--- config.mk ---
export PLATFORM = sky130hd
export DESIGN_NAME = vmmc_merge
export DESIGN_NICKNAME = d
export VERILOG_FILES = /design/src/rtl/core/vmmc_pkg.sv /design/src/rtl/core/vmmc_merge.sv
export SDC_FILE = /design/constraint.sdc
export NUM_CORES = 1
export LEC_CHECK = 0
export ABC_CLOCK_PERIOD_IN_PS = 1600
export BUFFER_PORTS_ARGS = -buffer_cell sky130_fd_sc_hd__clkbuf_2
export CAP_MARGIN = 5
export CORE_UTILIZATION = 25
export CTS_CLUSTER_DIAMETER = 200
export CTS_CLUSTER_SIZE = 8
export DETAILED_ROUTE_END_ITERATION = 10
export GPL_ROUTABILITY_DRIVEN = 0
export PLACE_DENSITY = 0.56
export SKIP_LAST_GASP = 1
export SLEW_MARGIN = 25
export SYNTH_ARGS = -nofsm -noshare
export SYNTH_HDL_FRONTEND = slang
export SYNTH_SLANG_ARGS = --single-unit
--- constraint.sdc ---
create_clock -name i_clk -period 1.6 [get_ports i_clk]
set_clock_uncertainty 0.2 [all_clocks]
set_input_delay 0.08 -clock i_clk [delete_from_list [all_inputs] [get_ports i_clk]]
set_output_delay 0.08 -clock i_clk [all_outputs]
set_load 0.05 [all_outputs]
--- src/rtl/core/vmmc_pkg.sv ---
// ----------------------------------------------------------------------------
// vmmc_pkg
// shared types and constants of the visibility map minimum composite block
// ----------------------------------------------------------------------------
package vmmc_pkg;

    // payload lanes carried by one transfer, one signed byte each
    localparam int PAYLOAD_LANES = 8;
    localparam int PAYLOAD_W     = 64;

    // opaque value, also the reset value of every explored byte
    localparam logic signed [7:0] OPAQUE = 8'sd127;
    localparam logic [PAYLOAD_W-1:0] ALL_OPAQUE = 64'h7F7F_7F7F_7F7F_7F7F;

    // configuration port
    localparam int CFG_IDX_W  = 2;
    localparam int CFG_DATA_W = 9;

    localparam logic [CFG_IDX_W-1:0] CFG_ROW_WORDS   = 2'd0;
    localparam logic [CFG_IDX_W-1:0] CFG_ROW_COUNT   = 2'd1;
    localparam logic [CFG_IDX_W-1:0] CFG_EXPL_WEIGHT = 2'd2;

    // register reset values
    localparam int RST_ROW_WORDS = 32;
    localparam int RST_ROW_COUNT = 256;
    localparam logic [7:0] RST_EXPL_WEIGHT = 8'd35;

    typedef struct packed {
        logic [7:0]           row_index;
        logic [4:0]           word_column;
        logic [PAYLOAD_W-1:0] visible_bytes;
    } t_in_item;

    typedef struct packed {
        logic [PAYLOAD_W-1:0] summary_bytes;
        logic [PAYLOAD_W-1:0] explored_bytes;
    } t_out_item;

    // where the word sits on the map
    typedef struct packed {
        logic in_map;
        logic edge_row;
        logic first_word;
        logic last_word;
    } t_pos_flags;

endpackage

--- src/rtl/core/vmmc_merge.sv ---
// ----------------------------------------------------------------------------
// vmmc_merge
// gathers the lane results, applies the border rule, output register
// ----------------------------------------------------------------------------
module vmmc_merge #(
    parameter int NUM_LANES = 8
) (
    input  logic                        i_clk,
    input  logic                        i_load,
    input  vmmc_pkg::t_pos_flags        i_flags,
    input  logic [NUM_LANES*8-1:0]      i_summ,
    input  logic [NUM_LANES*8-1:0]      i_expl,
    output vmmc_pkg::t_out_item         o_item
);
    import vmmc_pkg::*;

    logic [NUM_LANES*8-1:0] summ_forced;
    t_out_item              n_item;
    t_out_item              r_item;

    always_comb begin
        for (int k = 0; k < NUM_LANES; k++) begin
            if (i_flags.edge_row || (i_flags.first_word && k == 0) ||
                (i_flags.last_word && k == NUM_LANES - 1)) begin
                summ_forced[k*8 +: 8] = OPAQUE;
            end else begin
                summ_forced[k*8 +: 8] = i_summ[k*8 +: 8];
            end
        end
    end

    always_comb begin
        if (i_flags.in_map) begin
            n_item.summary_bytes  = PAYLOAD_W'(summ_forced);
            n_item.explored_bytes = PAYLOAD_W'(i_expl);
        end else begin
            n_item.summary_bytes  = ALL_OPAQUE;
            n_item.explored_bytes = ALL_OPAQUE;
        end
    end

    always_ff @(posedge i_clk) begin
        if (i_load) begin
            r_item <= n_item;
        end
    end

    assign o_item = r_item;

endmodule

; ---- Word-level counts from Yosys, hierarchy flattened
; Cells that the tools add are included.
[totals]
regBits = 128
inputBits = 134
out_inout_bits = 128
word_cells = 10
[classes]
n_bitwise = 1
reduce_logical = 5
[ops]
columns = operator, count
row1 = $reduce_or 2->1, 3
row2 = $logic_or 1x1->1, 2
row3 = $not 1->1, 1

; ---- Longest topological paths before layout
; Gate-level depths: netlist of run 1.
[logic_depth]
ltp_word = 2
mapped_depth = 4
ltp_nobuf = 1

; ---- Least setup slack after synthesis of run 1
; Ideal clock, no wire load.
[synth_path]
path_kind = input to register
startpoint = in i_flags[3] (netlist bit)
endpoint = reg r_item, in the netlist o_item[117] (data pin)
n_path_buf = 2
t_arrival_ps = 736
cell_stages = 3
t_required_ps = 1130
setup_slack_ps = 394
setup_ps = 270
cell_sequence = buf_4 -> buf_4 -> or3b_2
[synth_between]
elab_chain_cells = 2
[synth_lines]
columns = element, line_no
row1 = start: declaration, vmmc_merge.sv:10  ; input vmmc_pkg::t_pos_flags i_flags,
row2 = $not 1->1 (no source line), n/a
row3 = $reduce_or 2->1 (no source line), n/a
row4 = end signal: assignment, vmmc_merge.sv:44  ; r_item <= n_item;
row5 = end: declaration, vmmc_merge.sv:19  ; t_out_item r_item;
; No other way between the ends.
; A chain may end at the register's enable or synchronous reset.

; ---- Worst setup path in the final report of run 1
[layout_path]
startpoint = in i_flags[0] (netlist bit)
endpoint = reg r_item, in the netlist o_item[127] (data pin)
[layout_between]
elab_chain_cells = 2
[layout_lines]
columns = element, line_no
row1 = $logic_or 1x1->1, vmmc_merge.sv:23  ; if (i_flags.edge_row || (i_flags.first_word && k == 0) ||
row2 = $reduce_or 2->1 (no source line), n/a
; No other way between the ends.

==> results of run 1 <==
==> worst min-delay path by stage <==
stage	to	slack, ns	cells past startpoint
floorplan	o_item[0]	-0.008	0
global placement	o_item[52]	0.14	2
detailed placement	o_item[52]	0.14	2
CTS	o_item[107]	-0.05	3
global route	o_item[112]	-0.01	3
finish	o_item[107]	-0.02	3
==> layout by cell type, fill, tap and decap left out, types with 3 or more instances in the layout <==
master and instances:
and2_1 8, buf_12 5, edfxtp_1 128, dlygate4sd3_1 133, bufinv_16 3, buf_4 7, or4b_1 14, and3b_1 6
clkbuf_2 258, or3b_1 40, nand2b_1 56, clkbuf_16 17, clkinv_2 5
==> what timing repair did <==
item / in CTS / in global routing
endpoints found under the hold margin: 136 / 8
endpoints found under the setup margin: 0 / 1
resized for setup: 0 / 1
==> cells by family after synthesis <==
kind of cell / Yosys count / synth area share
simple gates: 128 / 0.199
buf+inv: 20 / 0.0208
flops: 128 / 0.780
==> layout make-up <==
type	instances	area [um2]	share of cell area
clock buffer	18	429	0.0503
clock inverter	14	165	0.0194
multi-input combinational	128	987	0.116
sequential	128	3840	0.451
tap	260	325	0.0382
timing repair buffer	403	2780	0.326
==> power groups by stage <==
stage               Combinational [uW]  Clock (uW)  Sequential [uW]
floorplan                          159           0             4990
global placement                  1560           0             4100
detailed placement                1570           0             4110
CTS                               1830        4010             4040
global route                      1900        4130             4060
finish                            1820        3880             4040
==> cells in the mapped netlist <==
library cell	number
clkbuf_2	1
nand2b_1	56
buf_4	2
and2_1	8
nor4bb_1	2
or3b_1	40
or3b_2	2
and3b_1	6
or4b_1	14
edfxtp_1	128
buf_2	9
clkbuf_1	7
buf_6	1
==> metal layers <==
layer	track usage	up-vias	part of all wire
li1	-	1843	-
met1	0.142	1829	0.41
met2	0.225	178	0.50
met3	0.0491	20	0.076
met4	0.0509	0	0.017
met5	0	-	0
==> tightest hold or removal path, stage by stage <==
cell,delay [ns]
clkbuf_2,0.11
buf_12,0.16
or3b_1,0.12
==> stage by stage <==
stage | cell area [um2] | utilization | total power, uW | setup WS [ns]
after global placement | 6600 | 0.347 | 5660 | 0.150
after CTS | 8520 | 0.448 | 9870 | 0.0253
after global routing | 8530 | 0.448 | 10100 | 0.0250
after detailed placement | 6600 | 0.347 | 5670 | 0.121
final | 8530 | 0.448 | 9740 | 0.0477
after floorplan | 4930 | - | 5140 | 0.394
==> results by group, run 1 <==
Clocking
  – H-tree depth: 4
  – Root Buffer: clkbuf_16
  – Clock transition at path regs: 0.06 ns
  – Clk sinks: 128
  – Hold bufs inserted after CTS: 133
  – Bufs on Longest Clock Path: 2
  – CTS tree: done
  – Total CTS buffers: 17
  – Setup Fix Bufs, Post-CTS: 0

Critical path
  – Crit path capture: o_item[127]
  – Type of the worst setup path: input port to flop
  – Crit-path slowest cell: dlygate4sd3_1
  – Worst path required time: 1.68 ns
  – CP Max Fanout: 8
  – Crit-path most repeated cell: dlygate4sd3_1
  – Worst path max stage delay: 0.58 ns
  – Delay-heaviest family, CP: buffers and inverters
  – Worst Setup SP: i_flags[0]
  – Startpoint Class: input port
  – Crit-path cells: dlygate4sd3_1 -> clkbuf_2 -> nor4bb_1 -> dlygate4sd3_1
  – Levels on crit path: 4
  – Critical Path AT: 1.63 ns
  – Setup crit end kind: flop
  – Crit path buf inv count: 3

Timing
  – Final setup vio count: 0
  – Hold Vio Cnt, Final: 19
  – Tcrit/Tclk final: 0.970
  – F_max: 644 MHz
  – Min Hold Slack: -0.0208 ns
  – RSZ-0062 raised after global routing: false
  – Least-Margin Pin Slew: 0.497 ns
  – Slew headroom: 0.668
  – Period minus WS final: 1.55 ns
  – Setup TNS: 0 ns
  – Fin. max-slew vios: 0

Route
  – Initial DRC count: 146
  – DR pass1 iterations: 4
  – DR DRC count: 0
  – Vias: 3870
  – Routed len/inst: 14.1 um
  – Post-DRT Antenna Nets: 0
  – Vias per cell: 4.07
  – DRT Wirelength: 13400 um

Outcome
  – Status: finished with violations
  – Failing checks: hold timing

Pwr
  – Pint: 7000 uW
  – Gate power share: 0.187
  – Sequential share of power: 0.414
  – Sw power: 2740 uW
  – Leakage Power: 0.00361 uW
  – Switch share: 0.281
  – Clock network power share: 0.398
  – Worst vdd ir: 0.683 mV
  – PwrDens: 1140 mW/mm2

Cells and area
  – Final cell count without fillers: 951
  – Fill cells: 1738
  – N_diodes: 0
  – Area Growth Syn to Fin: 73.0%
  – Max reg flops: 128
  – Share of cells above drive strength 1: 0.440
  – Final-stage net count: 812

Floorplanning
  – Die width: 142 um
  – Initial Util: 0.259
  – Core ar.: 0.0190 mm2
  – Row Count: 50
  – IO Count: 262
  – Die area: 0.0203 mm2
  – Chip height: 142 um

Worst hold path
  – Min-Delay Path Class: input port to flop
  – Worst hold start: i_flags[2]

Logic synthesis
  – Netlist Area Pre-Place: 0.00493 mm2
  – Seq cells post-synth: 128
  – Post-synthesis area per instance: 17.9 um2
  – Syn nets: 410
  – Synth top area share: 0.780
  – Gate Count Post-Synth: 276
  – Most area-consuming cells after synthesis: edfxtp_1 (78%), nand2b_1 (7.1%), or3b_1 (7.1%)
  – Yosys warns: 0
  – Yosys cell types: 13
  – Register area share after synthesis: 0.780
  – Synth area leader: edfxtp_1

Global route
  – GR Overflow Total: 0
  – Initial antenna violation count: 0
  – Vias in the first global route: 3917
  – GRT Overall Usage: 0.130
  – First-pass GRT wire length: 19700 um
  – Largest net degree at the start of global routing: 62

Flow run
  – Max Cap Violations: 0

Place
  – Number of port buffers: 261
  – Dpl cells: 787
  – Placed wire-length estimate: 8850 um
Power figures use the tool's default switching activity.
==> run 2, diff against run 1 <==
--- a/config.mk
+++ b/config.mk
@@ -20,2 +20,3 @@
 export SYNTH_HDL_FRONTEND = slang
 export SYNTH_SLANG_ARGS = --single-unit
+export TNS_END_PERCENT = 5
==> constraint.sdc (replaced) <==
create_clock -name i_clk -period 1.6 [get_ports i_clk]
set_clock_uncertainty 0.2 [all_clocks]
set_input_delay 0.24 -clock i_clk [delete_from_list [all_inputs] [get_ports i_clk]]
set_output_delay 0.24 -clock i_clk [all_outputs]
set_load 0.05 [all_outputs]
==> run 2 against run 1 <==
The flow now finishes without violations; non-clock buffer count is 1 higher; global-route usage increased by 0.72 points; clock power decreased by 10%; via count increased by 0.88%; combinational power barely moved; critical path depth down 1; worst hold slack better by 0.053 ns.
==> results by group, run 2 (synthesis results as in run 1) <==
Worst hold path
  – Worst hold start: i_load
  – Hold path depth: 1
  – Min-Delay Path Class: input port to flop
  – Hold path endpoint: o_item[55]

Pwr
  – Leakage Power: 0.00357 uW
  – Worst vdd ir: 0.703 mV
  – PwrDens: 1110 mW/mm2
  – Power, Total: 9360 uW

Timing
  – Period minus WS final: 1.54 ns
  – Hold Vio Cnt, Final: 0
  – RSZ-0062 raised after global routing: false
  – F_max: 650 MHz
  – Final setup vio count: 0
  – Min Hold Slack: 0.0319 ns
  – Setup TNS: 0 ns
  – Tcrit/Tclk final: 0.962
  – Fin. max-slew vios: 0
  – Least-Margin Pin Slew: 0.366 ns
  – Slew headroom: 0.756

Critical path
  – Worst path max stage delay: 0.54 ns
  – Type of the worst setup path: input port to flop
  – Worst path required time: 1.54 ns
  – Delay-heaviest family, CP: buffers and inverters
  – Setup crit end kind: flop
  – CP Max Fanout: 8
  – Crit-path cells: dlygate4sd3_1 -> clkbuf_2 -> or4b_1
  – Critical Path AT: 1.48 ns
  – Levels on crit path: 3
  – Crit-path slowest cell: dlygate4sd3_1
  – Crit path buf inv count: 2
  – Startpoint Class: input port

Floorplanning
  – IO Count: 262
  – Initial Util: 0.259
  – Row Count: 50
  – Chip height: 142 um
  – Die area: 0.0203 mm2
  – Core ar.: 0.0190 mm2
  – Die width: 142 um

Cells and area
  – Share of cells above drive strength 1: 0.438
  – Commonest cells after routing, fill and taps aside: clkbuf_2 (259), dlygate4sd3_1 (130), edfxtp_1 (128), nand2b_1 (56), or3b_1 (40)
  – Max reg flops: 128
  – Final-stage net count: 813
  – N_diodes: 0
  – Core Util, Final: 0.444
  – Final cell count without fillers: 952
  – Most common cell after layout, fill and taps aside: clkbuf_2
  – Area Growth Syn to Fin: 71.6%

Route
  – DR pass1 iterations: 4
  – Initial DRC count: 141
  – Routed len/inst: 14.4 um
  – Post-DRT Antenna Nets: 0
  – DRT Wirelength: 13700 um
  – Vias per cell: 4.10
  – Vias: 3904
  – DR DRC count: 0

Clocking
  – Hold bufs inserted after CTS: 130
  – Clock transition at path regs: 0.06 ns
  – PostCTS Resize Cnt: 0
  – Setup Fix Bufs, Post-CTS: 0
  – H-tree depth: 4
  – Bufs on Longest Clock Path: 2
  – Clk sinks: 128
  – Total CTS buffers: 17
  – CTS tree: done
  – Root Buffer: clkbuf_16

Outcome
  – Status: finished clean

Global route
  – Vias in the first global route: 4161
  – Largest net degree at the start of global routing: 49
  – GRT Overall Usage: 0.137
  – Initial antenna violation count: 0
  – First-pass GRT wire length: 20700 um
  – GR Overflow Total: 0

Place
  – Dpl cells: 790
  – Number of port buffers: 261
  – Placed wire-length estimate: 9030 um

Flow run
  – Max Cap Violations: 0
-- run 2: routing by layer --
layer / share of wire / vias up / track usage
li1: - / 1844 / -
met1: 0.39 / 1832 / 0.145
met2: 0.51 / 198 / 0.239
met3: 0.081 / 30 / 0.0498
met4: 0.023 / 0 / 0.0673
met5: 0 / - / 0
-- run 2: cell type report --
class / instances / area, um2
clock buffer: 19 / 433
clock inverter: 13 / 97.6
fill: 1739 / 10600
multi-input combinational: 128 / 981
sequential: 128 / 3840
tap: 260 / 325
timing repair buffer: 404 / 2770
-- run 2: worst max-delay path by stage --
stage / endpoint / slack (ns) / from
final: o_item[64] / 0.06 / i_flags[1]
after global routing: o_item[66] / 0.04 / i_flags[1]
after CTS: o_item[72] / 0.06 / o_item[72]
after detailed placement: o_item[97] / 0.004 / i_flags[3]
after global placement: o_item[75] / 0.06 / i_flags[3]
after floorplan: o_item[117] / 0.23 / i_flags[3]
-- run 2: stage by stage --
| step | cell area, um2 | setup WS, ns |
|---|---|---|
| floorplan | 4930 | 0.234 |
| global placement | 6620 | 0.0568 |
| detailed placement | 6620 | 0.00381 |
| CTS | 8450 | 0.0640 |
| global route | 8450 | 0.0390 |
| finish | 8450 | 0.0611 |
-- run 2: power by group --
part           switching (uW)  internal [uW]
clock network            1390           2100
logic                    1230            592
registers                71.4           3970
total                    2700           6660
