--- config.mk ---
export PLATFORM = sky130hd
export DESIGN_NAME = vmmc_lane
export DESIGN_NICKNAME = d
export VERILOG_FILES = /design/src/rtl/core/vmmc_pkg.sv /design/src/rtl/core/vmmc_lane.sv
export SDC_FILE = /design/constraint.sdc
export NUM_CORES = 1
export LEC_CHECK = 0
export BUFFER_PORTS_ARGS = -buffer_cell sky130_fd_sc_hd__buf_4
export CORE_MARGIN = 8
export CORE_UTILIZATION = 53
export DETAILED_ROUTE_END_ITERATION = 7
export PLACE_DENSITY = 0.78
export SLEW_MARGIN = 20
export SYNTH_ARGS = -nofsm -noshare
export SYNTH_HDL_FRONTEND = slang
export SYNTH_SLANG_ARGS = --single-unit
--- constraint.sdc ---
create_clock -name i_clk -period 8.65 [get_ports i_clk]
set_input_delay 1.2975 -clock i_clk [delete_from_list [all_inputs] [get_ports i_clk]]
set_output_delay 1.2975 -clock i_clk [all_outputs]
set_load 0.01 [all_outputs]
--- src/rtl/core/vmmc_pkg.sv ---
// ----------------------------------------------------------------------------
// vmmc_pkg
// shared types and constants of the visibility map minimum composite block
// ----------------------------------------------------------------------------
package vmmc_pkg;

    // payload lanes carried by one transfer, one signed byte each
    localparam int PAYLOAD_LANES = 8;
    localparam int PAYLOAD_W     = 64;

    // opaque value, also the reset value of every explored byte
    localparam logic signed [7:0] OPAQUE = 8'sd127;
    localparam logic [PAYLOAD_W-1:0] ALL_OPAQUE = 64'h7F7F_7F7F_7F7F_7F7F;

    // configuration port
    localparam int CFG_IDX_W  = 2;
    localparam int CFG_DATA_W = 9;

    localparam logic [CFG_IDX_W-1:0] CFG_ROW_WORDS   = 2'd0;
    localparam logic [CFG_IDX_W-1:0] CFG_ROW_COUNT   = 2'd1;
    localparam logic [CFG_IDX_W-1:0] CFG_EXPL_WEIGHT = 2'd2;

    // register reset values
    localparam int RST_ROW_WORDS = 32;
    localparam int RST_ROW_COUNT = 256;
    localparam logic [7:0] RST_EXPL_WEIGHT = 8'd35;

    typedef struct packed {
        logic [7:0]           row_index;
        logic [4:0]           word_column;
        logic [PAYLOAD_W-1:0] visible_bytes;
    } t_in_item;

    typedef struct packed {
        logic [PAYLOAD_W-1:0] summary_bytes;
        logic [PAYLOAD_W-1:0] explored_bytes;
    } t_out_item;

    // where the word sits on the map
    typedef struct packed {
        logic in_map;
        logic edge_row;
        logic first_word;
        logic last_word;
    } t_pos_flags;

endpackage

--- src/rtl/core/vmmc_lane.sv ---
// ----------------------------------------------------------------------------
// vmmc_lane
// one byte lane: explored minimum, then weighted composite
// ----------------------------------------------------------------------------
module vmmc_lane (
    input  logic              i_clk,
    input  logic              i_load,
    input  logic [7:0]        i_expl_weight,
    input  logic signed [7:0] i_vis,
    input  logic signed [7:0] i_old,
    output logic signed [7:0] o_expl_a,
    output logic signed [7:0] o_expl_b,
    output logic signed [7:0] o_summ_b
);
    import vmmc_pkg::*;

    logic signed [7:0] expl;
    logic signed [8:0] diff;
    logic [7:0]        r_d;
    logic signed [7:0] r_vis;
    logic signed [7:0] r_expl;
    logic [15:0]       prod;
    logic [7:0]        c_raw;
    logic [6:0]        c_sat;
    logic signed [7:0] s_lim;

    // first stage: new explored value and its distance from opaque
    assign expl     = (i_vis < i_old) ? i_vis : i_old;
    assign diff     = 9'sd127 - {expl[7], expl};
    assign o_expl_a = expl;

    always_ff @(posedge i_clk) begin
        if (i_load) begin
            r_d    <= diff[7:0];
            r_vis  <= i_vis;
            r_expl <= expl;
        end
    end

    // second stage: full product, saturate, take the minimum
    assign prod  = r_d * i_expl_weight;
    assign c_raw = prod[15:8];
    assign c_sat = (c_raw > 8'd127) ? 7'd127 : c_raw[6:0];
    assign s_lim = OPAQUE - $signed({1'b0, c_sat});

    assign o_summ_b = (r_vis < s_lim) ? r_vis : s_lim;
    assign o_expl_b = r_expl;

endmodule

# --- Yosys cells after proc, flatten, opt, wreduce, memory -nomap -nowiden ---
# Cells that the tools add are included.
classes:
  n_addsub: 2
  n_mul: 1
  magnitude_cmp: 3
  n_mux: 3
ops:
  columns: ["cell", "count"]
  rows:
  - ["8-bit < comparator", 2]
  - ["8-bit by 8-bit multiplier with 16-bit output", 1]
  - ["8-bit two-way mux", 2]
  - ["8-bit by 7-bit greater-than comparator with 1-bit output, second input constant", 1]
  - ["7-bit by 7-bit subtractor with 8-bit output, first input constant", 1]
  - ["8-bit subtractor, first input constant", 1]
  - ["7-bit two-way mux", 1]
word_totals:
  regBits: 24
  inputBits: 26

# --- Depth between registers and ports, before layout ---
# Gate-level depths: netlist (run 1).
logic_depth:
  depth_word: 6
  mapped_depth: 26
  depth_no_buf: 24

# --- Worst setup path before layout (run 1) ---
# OpenSTA, ideal clock, no wires.
synth_path:
  path_type: "input to output"
  from: "input i_expl_weight[7]"
  to: "output o_summ_b[4]"
  t_arrival_ns: 7.149
  required_time_ns: 7.352
  slack_ns: 0.203
  stages: 24
  n_path_buf: 2
  path_cell_list: "and2_1 fa_1 fa_1 fa_1 inv_1 fa_1 inv_1 ha_1 a211oi_1 nor2_1 or4_4 a311o_2 xnor2_4 buf_6 nand2_1 ha_1 a21oi_1 o221ai_1 nor3_1 a31oi_1 ha_1 clkbuf_1 nor2b_1 a31o_1"
synth_between:
  elab_chain_len: 6
synth_rtl:
  columns: ["element", "line", "rtl"]
  rows:
  - ["from (decl)", "vmmc_lane.sv:8", "input logic [7:0] i_expl_weight,"]
  - ["8-bit by 8-bit multiplier with 16-bit output (*)", "vmmc_lane.sv:41", "assign prod = r_d * i_expl_weight;"]
  - ["8-bit by 7-bit greater-than comparator with 1-bit output", "vmmc_lane.sv:43", "assign c_sat = (c_raw > 8'd127) ? 7'd127 : c_raw[6:0];"]
  - ["7-bit two-way mux (*)", "vmmc_lane.sv:43", null]
  - ["7-bit by 7-bit subtractor with 8-bit output (*)", "vmmc_lane.sv:44", "assign s_lim = OPAQUE - $signed({1'b0, c_sat});"]
  - ["8-bit < comparator", "vmmc_lane.sv:46", "assign o_summ_b = (r_vis < s_lim) ? r_vis : s_lim;"]
  - ["8-bit two-way mux (*)", "vmmc_lane.sv:46", null]
  - ["to (decl)", "vmmc_lane.sv:13", "output logic signed [7:0] o_summ_b"]
# Every way passes the cells marked *; elsewhere a longest branch is shown, timed or not.

# --- Worst setup path after layout (run 1) ---
layout_path:
  from: "input i_expl_weight[2]"
  to: "output o_summ_b[0]"
# Same word-level chain as after synthesis.

==> results of run 1 <==
sequential cells by signal, indices dropped and copies added (netlist names):
register,flops
r_d,8
r_vis,8
o_expl_b,7
metrics by stage:
stage | cells | instance area, sq um | TNS [ns] | setup WS, ns | power, mW
3_3_place_gp | 460 | 3770 | 0 | 0.0605 | 1.25
4_1_cts | 464 | 3820 | 0 | 0.0197 | 1.36
2_1_floorplan | 337 | 3310 | 0 | 0.203 | 0.923
3_5_place_dp | 460 | 3770 | -0.647 | -0.115 | 1.28
6_report | 467 | 3990 | 0 | 0.164 | 1.57
5_1_grt | 467 | 3990 | -0.200 | -0.0392 | 1.72
power by group:
part | switching (mW) | leakage, nW | internal (mW)
combinational | 0.698 | 1.61 | 0.657
sequential | 0.0181 | 0.225 | 0.140
clock | 0.0296 | 0.0255 | 0.0320
cell usage in the layout (no fill, tap or decap), types with 4 or more instances in the layout:
cell and instances:
edfxtp_1 23, ha_4 8, nor2b_1 8, a21oi_1 6
ha_1 39, a31o_2 5, nand2_2 4, o21ai_0 13
nor2_1 6, fa_1 35, o211ai_1 10, inv_1 47
o21a_1 8, xor2_1 5, and2_1 47, buf_4 54
nand2_1 28
logic make-up after synthesis:
family          after synthesis
compound gates               61
simple gates                110
buf+inv                      52
xor+xnor                      9
fa+ha+maj                    82
flops                        23
cell type report:
type                            count  area, sq um
Sequential cell                    23          691
Clock buffer                        3         41.3
Fill cell                         476         2000
Inverter                           47          176
Timing Repair Buffer               56          428
Tap cell                           75         93.8
Multi-Input combinational cell    262         2560
Clock inverter                      1         5.00
what timing repair did:
item,in CTS,in global routing
setup endpoints to repair,7,7
resized for setup,2,24
hold buffers,0,0
setup buffers,0,3
pin swaps,0,20
how the worst max path moves through the flow:
stage          cells after the start     endpoint        startpoint
2_1_floorplan                     24  o_summ_b[4]  i_expl_weight[7]
3_3_place_gp                      24  o_summ_b[1]  i_expl_weight[7]
3_5_place_dp                      24  o_summ_b[5]  i_expl_weight[4]
4_1_cts                           24  o_summ_b[5]  i_expl_weight[7]
5_1_grt                           27  o_summ_b[0]  i_expl_weight[4]
6_report                          26  o_summ_b[0]  i_expl_weight[2]
layer usage:
| metal | global-route usage, % | routed length [microns] | up-vias |
|---|---|---|---|
| li1 | - | - | 1251 |
| met1 | 21.1 | 3230 | 1309 |
| met2 | 32.9 | 4340 | 70 |
| met3 | 2.46 | 321 | 14 |
| met4 | 3.25 | 148 | 0 |
| met5 | 0 | 0 | - |
==> metrics.txt, run 1 <==
leakage about 1.9 nW; hold depth 1; xor-xnor portion of the synthesized cell area around 3.0%; commonest cells in the netlist 49 x and2_1, 47 x ha_1, 47 x inv_1; status finished, final reports clean; Core ar. 5990 sq um; pwr dens 394 nW/um^2; Clock transition at path regs roughly 0.070 ns; WHS Endpoint r_vis[0]$_DFFE_PP_; vias in the first global route 2,749; slowest CP cell fa_1; crit path max fanout 8; mapped cell area 3310 sq um; first-pass GRT wire length 12.7 mm; CTS tree yes; WHS around 1.2 ns; row count 28; input/output buffers between 40 and 50; DR iter-0 viols roughly 110; final hold viol count 0; initial antenna violation count 0; starting density of the core 55.2%; area share of and/or/nand/nor cells after synthesis ~18%; Mapped Cells roughly 340; grt total ovfl 0; Max H-tree Level 1; most frequent cell after synthesis and2_1; vias per cell about 5.7; gr usage total between 10% and 20%; largest net degree at the start of global routing 24; Max clock buf depth 2; library cells used by synthesis 37; Initial DRT Pass Iterations 5; crit-path max cell delay 0.54 ns; worst slew pin tran ~0.70 ns; part of the Yosys area used for sequential elements between 20% and 30%; Post-synth EDFFs 23; ys flop type edfxtp_1; Die ar. 9030 sq um; clock sink total 23; hold_sp i_vis[0]; Max Cap Viol 0; number of vias in the routed layout around 2,600; Mapped Nets 445; Slew headroom a little over half; Synth area leaders fa_1 21%, edfxtp_1 21%, ha_1 18%, and2_1 9.3%, inv_1 5.3%; Final HPWL DP 6.26 mm; CP most frequent cell fa_1; multiplexer share of the synthesized area 0%; fin crit period around 8.5 ns; maximum vdd drop between 0.2 and 0.25 mV; DRC 0; Worst Setup End Kind output pin; die width 95.0 microns; Ant. Diodes 0; root buffer cell clkbuf_8; Adder-Cell Fraction of Synth Area about 39%; GP Congestion about 0.9; # setup viols final 0; CP delay by family, top adder cells; cell taking the most area after synthesis fa_1; Synth Area in Compound Gates roughly 13%; Fmax between 100 and 150 MHz; Core Util, Final 66.7%; WS Path Type in -> out; ANT nets after route 0; Worst Hold Class in -> reg; Synth async-reset ratio 0%; Area Overhead vs Synth 20.7%; final WL between 8 and 9 mm; Yosys Warn Count 0; # IOs 50; Final nets 501; Critical Path AT a little over 7 ns; Final Max Tran Viols 0; Seq cells post-synth 23; Final period util between 90% and 100%; largest family of logic cells by synthesized area adder cells; routed len/inst ~17 microns; chip height approximately 95 microns; Req. time, crit path ~7.4 ns; cts bufs inserted 3; mean area per synthesized cell around 9.8 sq um; Worst setup SP type input port; layout cells sized above 1 a little under a quarter; crit path buf inv count 7; post-synth top area share between 20% and 30%
Note: power is estimated with default switching activity, not from simulation.
==> inputs of run 2 (changes only) <==
CELL_PAD_IN_SITES_DETAIL_PLACEMENT = 0   (was unset)
CELL_PAD_IN_SITES_GLOBAL_PLACEMENT = 1   (was unset)
CORE_UTILIZATION = 41   (was 53)
PLACE_DENSITY = unset   (was 0.78)
PLACE_DENSITY_LB_ADDON = 0.1   (was unset)
==> run 2 against run 1 <==
Against the previous run:
- sequential share of layout area fell by 0.33 points
- non-clock buffer count rose by 4
- combinational power barely moved
- critical path type unchanged
- critical endpoint is now o_summ_b[3]
- clock power rose by 9.6%
- flip-flop and latch count did not move
- worst hold slack got worse by 0.011 ns
==> metrics.txt, run 2 (synthesized netlist as in run 1, its figures left out) <==
clock sink total 23 (unchanged); highest-count cells in the layout ignoring fill and taps 55 x buf_4, 45 x and2_1, 44 x inv_1 (was 54 x buf_4, 47 x and2_1, 47 x inv_1); CTS tree yes (unchanged); Die ar. 11,200 sq um (was 9030 sq um); Sw Ratio 46.4% (was 47.4%); area occupied by multi-input gates 2560 sq um (about the same); hold depth 1 (unchanged); Placed Area 3820 sq um (was 3770 sq um); CP delay by family, top adder cells (unchanged); Req. time, crit path 7.35 ns (about the same); WHS 1.23 ns (was 1.24 ns); crit path buf inv count 6 (was 7); Worst Setup End Kind output pin (unchanged); input/output buffers 49 (unchanged); post-route setup TNS 0 ns (unchanged); Critical Path AT 7.19 ns (about the same); final instance area 4070 sq um (was 3990 sq um); grt total ovfl 0 (unchanged); gr usage total 13.9% (was 17.7%); vias per cell 5.27 (was 5.66); vias in the first global route 2,780 (was 2,749); worst slew pin tran 0.732 ns (was 0.696 ns); Final nets 505 (was 501); Worst Hold Class in -> reg (unchanged); Ant. Diodes 0 (unchanged); maximum vdd drop 0.191 mV (was 0.223 mV); DRC 0 (unchanged); # IOs 50 (unchanged); largest net degree at the start of global routing 24 (unchanged); Fmax 118 MHz (about the same); leakage 1.87 nW (was 1.86 nW); status finished, final reports clean (unchanged); starting density of the core 42.6% (was 55.2%); Switch Pwr 725 uW (was 746 uW); worst setup margin 0.158 ns (was 0.164 ns); cts bufs inserted 3 (unchanged); Final HPWL DP 6.51 mm (was 6.26 mm); initial antenna violation count 0 (unchanged); slowest CP cell or4_4 (was fa_1); Initial DRT Pass Iterations 4 (was 5); Worst setup SP type input port (unchanged); crit-path max cell delay 0.52 ns (was 0.54 ns); Reg area 691 sq um (unchanged); commonest non-fill, non-tap cell in the layout buf_4 (unchanged); fin crit period 8.49 ns (about the same); # setup viols final 0 (unchanged); Inst Count DP 490 (was 460); chip height 106 microns (was 95.0 microns); die width 106 microns (was 95.0 microns); first-pass GRT wire length 13.0 mm (was 12.7 mm); GP Congestion 0.844 (was 0.891); Core Util, Final 52.4% (was 66.7%); Fillers 754 (was 476); Final period util 98.2% (was 98.1%); WHS Endpoint r_vis[0]$_DFFE_PP_ (unchanged); hold_sp i_vis[0] (unchanged); number of vias in the routed layout 2,624 (was 2,644); row count 32 (was 28); Clock transition at path regs 0.09 ns (was 0.07 ns); ANT nets after route 0 (unchanged); DR iter-0 viols 65 (was 106); pwr dens 383 nW/um^2 (was 394 nW/um^2); hold-fix buffers at CTS 0 (unchanged); clock network power share 4.3% (was 3.9%); final hold viol count 0 (unchanged); Core ar. 7770 sq um (was 5990 sq um); post-route insts no fill 498 (was 467); Area Overhead vs Synth 23.1% (was 20.7%); Slew headroom 50.8% (was 53.3%); Final Max Tran Viols 0 (unchanged); Max clock buf depth 2 (unchanged); internal power 836 uW (was 828 uW); routed len/inst 15.7 microns (was 17.2 microns); CP most frequent cell fa_1 (unchanged); crit path max fanout 8 (unchanged); Max H-tree Level 1 (unchanged); combinational power share 85.6% (was 86.1%); Reg power frac 10.1% (was 10.0%); dpl ws -0.0302 ns (was -0.115 ns); WS Path Type in -> out (unchanged); layout cells sized above 1 26.0% (was 23.2%); total power 1.56 mW (was 1.57 mW); root buffer cell clkbuf_8 (unchanged); Max Cap Viol 0 (unchanged); final WL 7.83 mm (was 8.03 mm)
[run 2: cell types whose count changed in the layout (fill, tap and decap cells not counted), sizes merged]
cell and delta:
buf +4, clkinv -1, clkinvlp +1
[run 2: final cells by class]
| type | count | share of cell area, % |
|---|---|---|
| multi-input cells | 262 | 62.9 |
| inverters | 47 | 4.33 |
| clock buffers | 3 | 1.01 |
| flip-flops and latches | 23 | 17.0 |
| clock inverters | 1 | 0.184 |
| repair buffers | 60 | 11.5 |
| well taps | 102 | 3.13 |
[run 2: timing repair]
item	4_1_cts	5_1_grt
setup buffers	0	4
pin swaps	0	28
setup endpoints to repair	5	7
resized for setup	1	36
[run 2: how the worst max path moves through the flow]
stage / slack (ns) / start / cells after the start / end
2_1_floorplan: 0.20 / i_expl_weight[7] / 24 / o_summ_b[4]
3_3_place_gp: 0.04 / i_expl_weight[7] / 24 / o_summ_b[1]
3_5_place_dp: -0.03 / i_expl_weight[6] / 24 / o_summ_b[2]
4_1_cts: 0.007 / i_expl_weight[7] / 24 / o_summ_b[2]
5_1_grt: -0.06 / i_expl_weight[2] / 24 / o_summ_b[2]
6_report: 0.16 / i_expl_weight[2] / 26 / o_summ_b[3]
[run 2: per-layer routing]
| metal | GRT usage (%) | vias up | part of all wire [%] |
|---|---|---|---|
| met5 | 0 | - | 0 |
| met2 | 25.4 | 47 | 52 |
| li1 | - | 1263 | - |
| met4 | 1.51 | 0 | 0.32 |
| met3 | 2.31 | 4 | 3.6 |
| met1 | 17.2 | 1310 | 45 |
[run 2: power by group through the flow]
| stage | Combinational, mW | Sequential, mW | Clock (mW) |
|---|---|---|---|
| after global placement | 1.13 | 0.159 | 0 |
| after global routing | 1.48 | 0.160 | 0.0739 |
| final | 1.34 | 0.157 | 0.0675 |
| after detailed placement | 1.13 | 0.159 | 0 |
| after CTS | 1.14 | 0.157 | 0.0680 |
| after floorplan | 0.771 | 0.152 | 0 |
==> inputs of run 3 (changes only) <==
==> constraint.sdc (replaced) <==
create_clock -name i_clk -period 8.65 [get_ports i_clk]
set_input_delay 1.2975 -clock i_clk [delete_from_list [all_inputs] [get_ports i_clk]]
set_output_delay 1.2975 -clock i_clk [all_outputs]
set_load 0.05 [all_outputs]
==> run 3 against run 2 <==
Against the previous run:
- global-route usage is 0.36 points lower
- via count down 4.6%
- worst hold slack improved by 0.0081 ns
- utilization up 0.52 points
- count of clock-buffer cells in the layout unchanged
==> metrics.txt, run 3 (synthesized netlist as in run 1, its figures left out) <==
status finished, final reports clean (unchanged); input/output buffers 49 (unchanged); DR iter-0 viols 48 (was 65); final WL 7.70 mm (was 7.83 mm); Fmax 119 MHz (was 118 MHz); WHS 1.23 ns (about the same); commonest non-fill, non-tap cell in the layout buf_4 (unchanged); cts bufs inserted 3 (unchanged); Initial DRT Pass Iterations 4 (unchanged); starting density of the core 42.6% (unchanged); Final period util 97.3% (was 98.2%); Worst setup SP type input port (unchanged); Max Cap Viol 0 (unchanged); final hold viol count 0 (unchanged); number of vias in the routed layout 2,504 (was 2,624); worst setup margin 0.230 ns (was 0.158 ns); Worst Setup End Kind output pin (unchanged); Area Overhead vs Synth 24.3% (was 23.1%); Final HPWL DP 6.54 mm (was 6.51 mm); WHS Endpoint r_vis[0]$_DFFE_PP_ (unchanged); GRT met2 Usage 23.9% (was 25.4%); Worst Hold Class in -> reg (unchanged); vias per cell 5.04 (was 5.27); hold depth 1 (unchanged); die width 106 microns (unchanged); Top Usage Layer GRT met2 (unchanged); worst slew pin tran 0.703 ns (was 0.732 ns); Clock transition at path regs 0.08 ns (was 0.09 ns); layout cells sized above 1 26.3% (was 26.0%); post-route setup TNS 0 ns (unchanged); hold-fix buffers at CTS 0 (unchanged); Ant. Diodes 0 (unchanged); met1 GRT Util 17.5% (was 17.2%); dpl ws -0.106 ns (was -0.0302 ns); vias in the first global route 2,618 (was 2,780); Core Util, Final 52.9% (was 52.4%); ANT nets after route 0 (unchanged); Max H-tree Level 1 (unchanged); Critical Path AT 7.12 ns (was 7.19 ns); met3 GRT Util 2.25% (was 2.31%); first-pass GRT wire length 12.6 mm (was 13.0 mm); CTS tree yes (unchanged); Final nets 504 (was 505); Die ar. 11,200 sq um (unchanged); Slew headroom 52.8% (was 50.8%); initial antenna violation count 0 (unchanged); grt total ovfl 0 (unchanged); Fillers 750 (was 754); WS Path Type in -> out (unchanged); DRC 0 (unchanged); routed len/inst 15.5 microns (was 15.7 microns); largest net degree at the start of global routing 24 (unchanged); CP startpoint i_expl_weight[5] (was i_expl_weight[2]); Req. time, crit path 7.35 ns (about the same); Core ar. 7770 sq um (unchanged); crit path max fanout 8 (unchanged); Final Max Tran Viols 0 (unchanged); highest-count cells in the layout ignoring fill and taps 47 x buf_4, 44 x inv_1, 43 x and2_1 (was 55 x buf_4, 45 x and2_1, 44 x inv_1); # IOs 50 (unchanged); Max clock buf depth 2 (unchanged); root buffer cell clkbuf_8 (unchanged); gr usage total 13.6% (was 13.9%); row count 32 (unchanged); fin crit period 8.42 ns (was 8.49 ns); chip height 106 microns (unchanged); GP Congestion 0.839 (was 0.844); clock sink total 23 (unchanged); # setup viols final 0 (unchanged); hold_sp i_vis[0] (unchanged)
## run 3: cell types whose count changed in the layout (fill, tap and decap cells not counted), sizes merged
| cell | previous run | this run |
|---|---|---|
| buf | 60 | 59 |
## run 3: worst max-delay path, stage by stage
cell      delay (ns)
buf_6           0.12
and2_4          0.16
fa_1            0.51
fa_1            0.52
fa_1            0.51
inv_2           0.04
fa_1            0.54
inv_2           0.05
ha_4            0.24
o21ai_2         0.12
nor2_1          0.05
or4_4           0.52
a311o_2         0.43
xnor2_4         0.25
nand2_1         0.14
ha_4            0.24
a21oi_2         0.16
o221ai_2        0.13
nor3_2          0.18
a31oi_2         0.13
ha_4            0.30
buf_6           0.14
a31o_2          0.21
buf_8           0.15
## run 3: how the worst max path moves through the flow
| stage | endpoint | slack, ns | cells past startpoint |
|---|---|---|---|
| after floorplan | o_summ_b[4] | 0.005 | 23 |
| after global placement | o_summ_b[0] | 0.0004 | 24 |
| after detailed placement | o_summ_b[2] | -0.11 | 25 |
| after CTS | o_summ_b[2] | 0.03 | 25 |
| after global routing | o_summ_b[0] | -0.02 | 24 |
| final | o_summ_b[0] | 0.23 | 24 |
## run 3: routing by layer
layer,vias up,part of all wire (%)
met5,-,0
met4,0,0.27
met3,2,3.5
met2,32,49
met1,1213,47
li1,1257,-
## run 3: area by class of cell
class,instances,area (sq um),share of cell area [%]
sequential,23,691,16.8
clock inverter,1,7.51,0.183
timing repair buffer,59,492,12.0
multi-input combinational,262,2580,62.7
tap,102,128,3.10
inverter,47,176,4.29
clock buffer,3,41.3,1.00
## run 3: what timing repair did
action	4_1_cts	5_1_grt
resized for setup	2	46
setup endpoints to repair	7	7
pin swaps	0	26
buffers inserted	0	4
## run 3: through the flow
step / instance area [sq um] / std cells
floorplan: 3310 / 337
global placement: 3810 / 489
detailed placement: 3810 / 489
CTS: 3880 / 493
global route: 4110 / 497
finish: 4110 / 497
Power of run 3 is not shown: default switching activity piles up to over one toggle a cycle in this logic, so the estimate is an artifact.
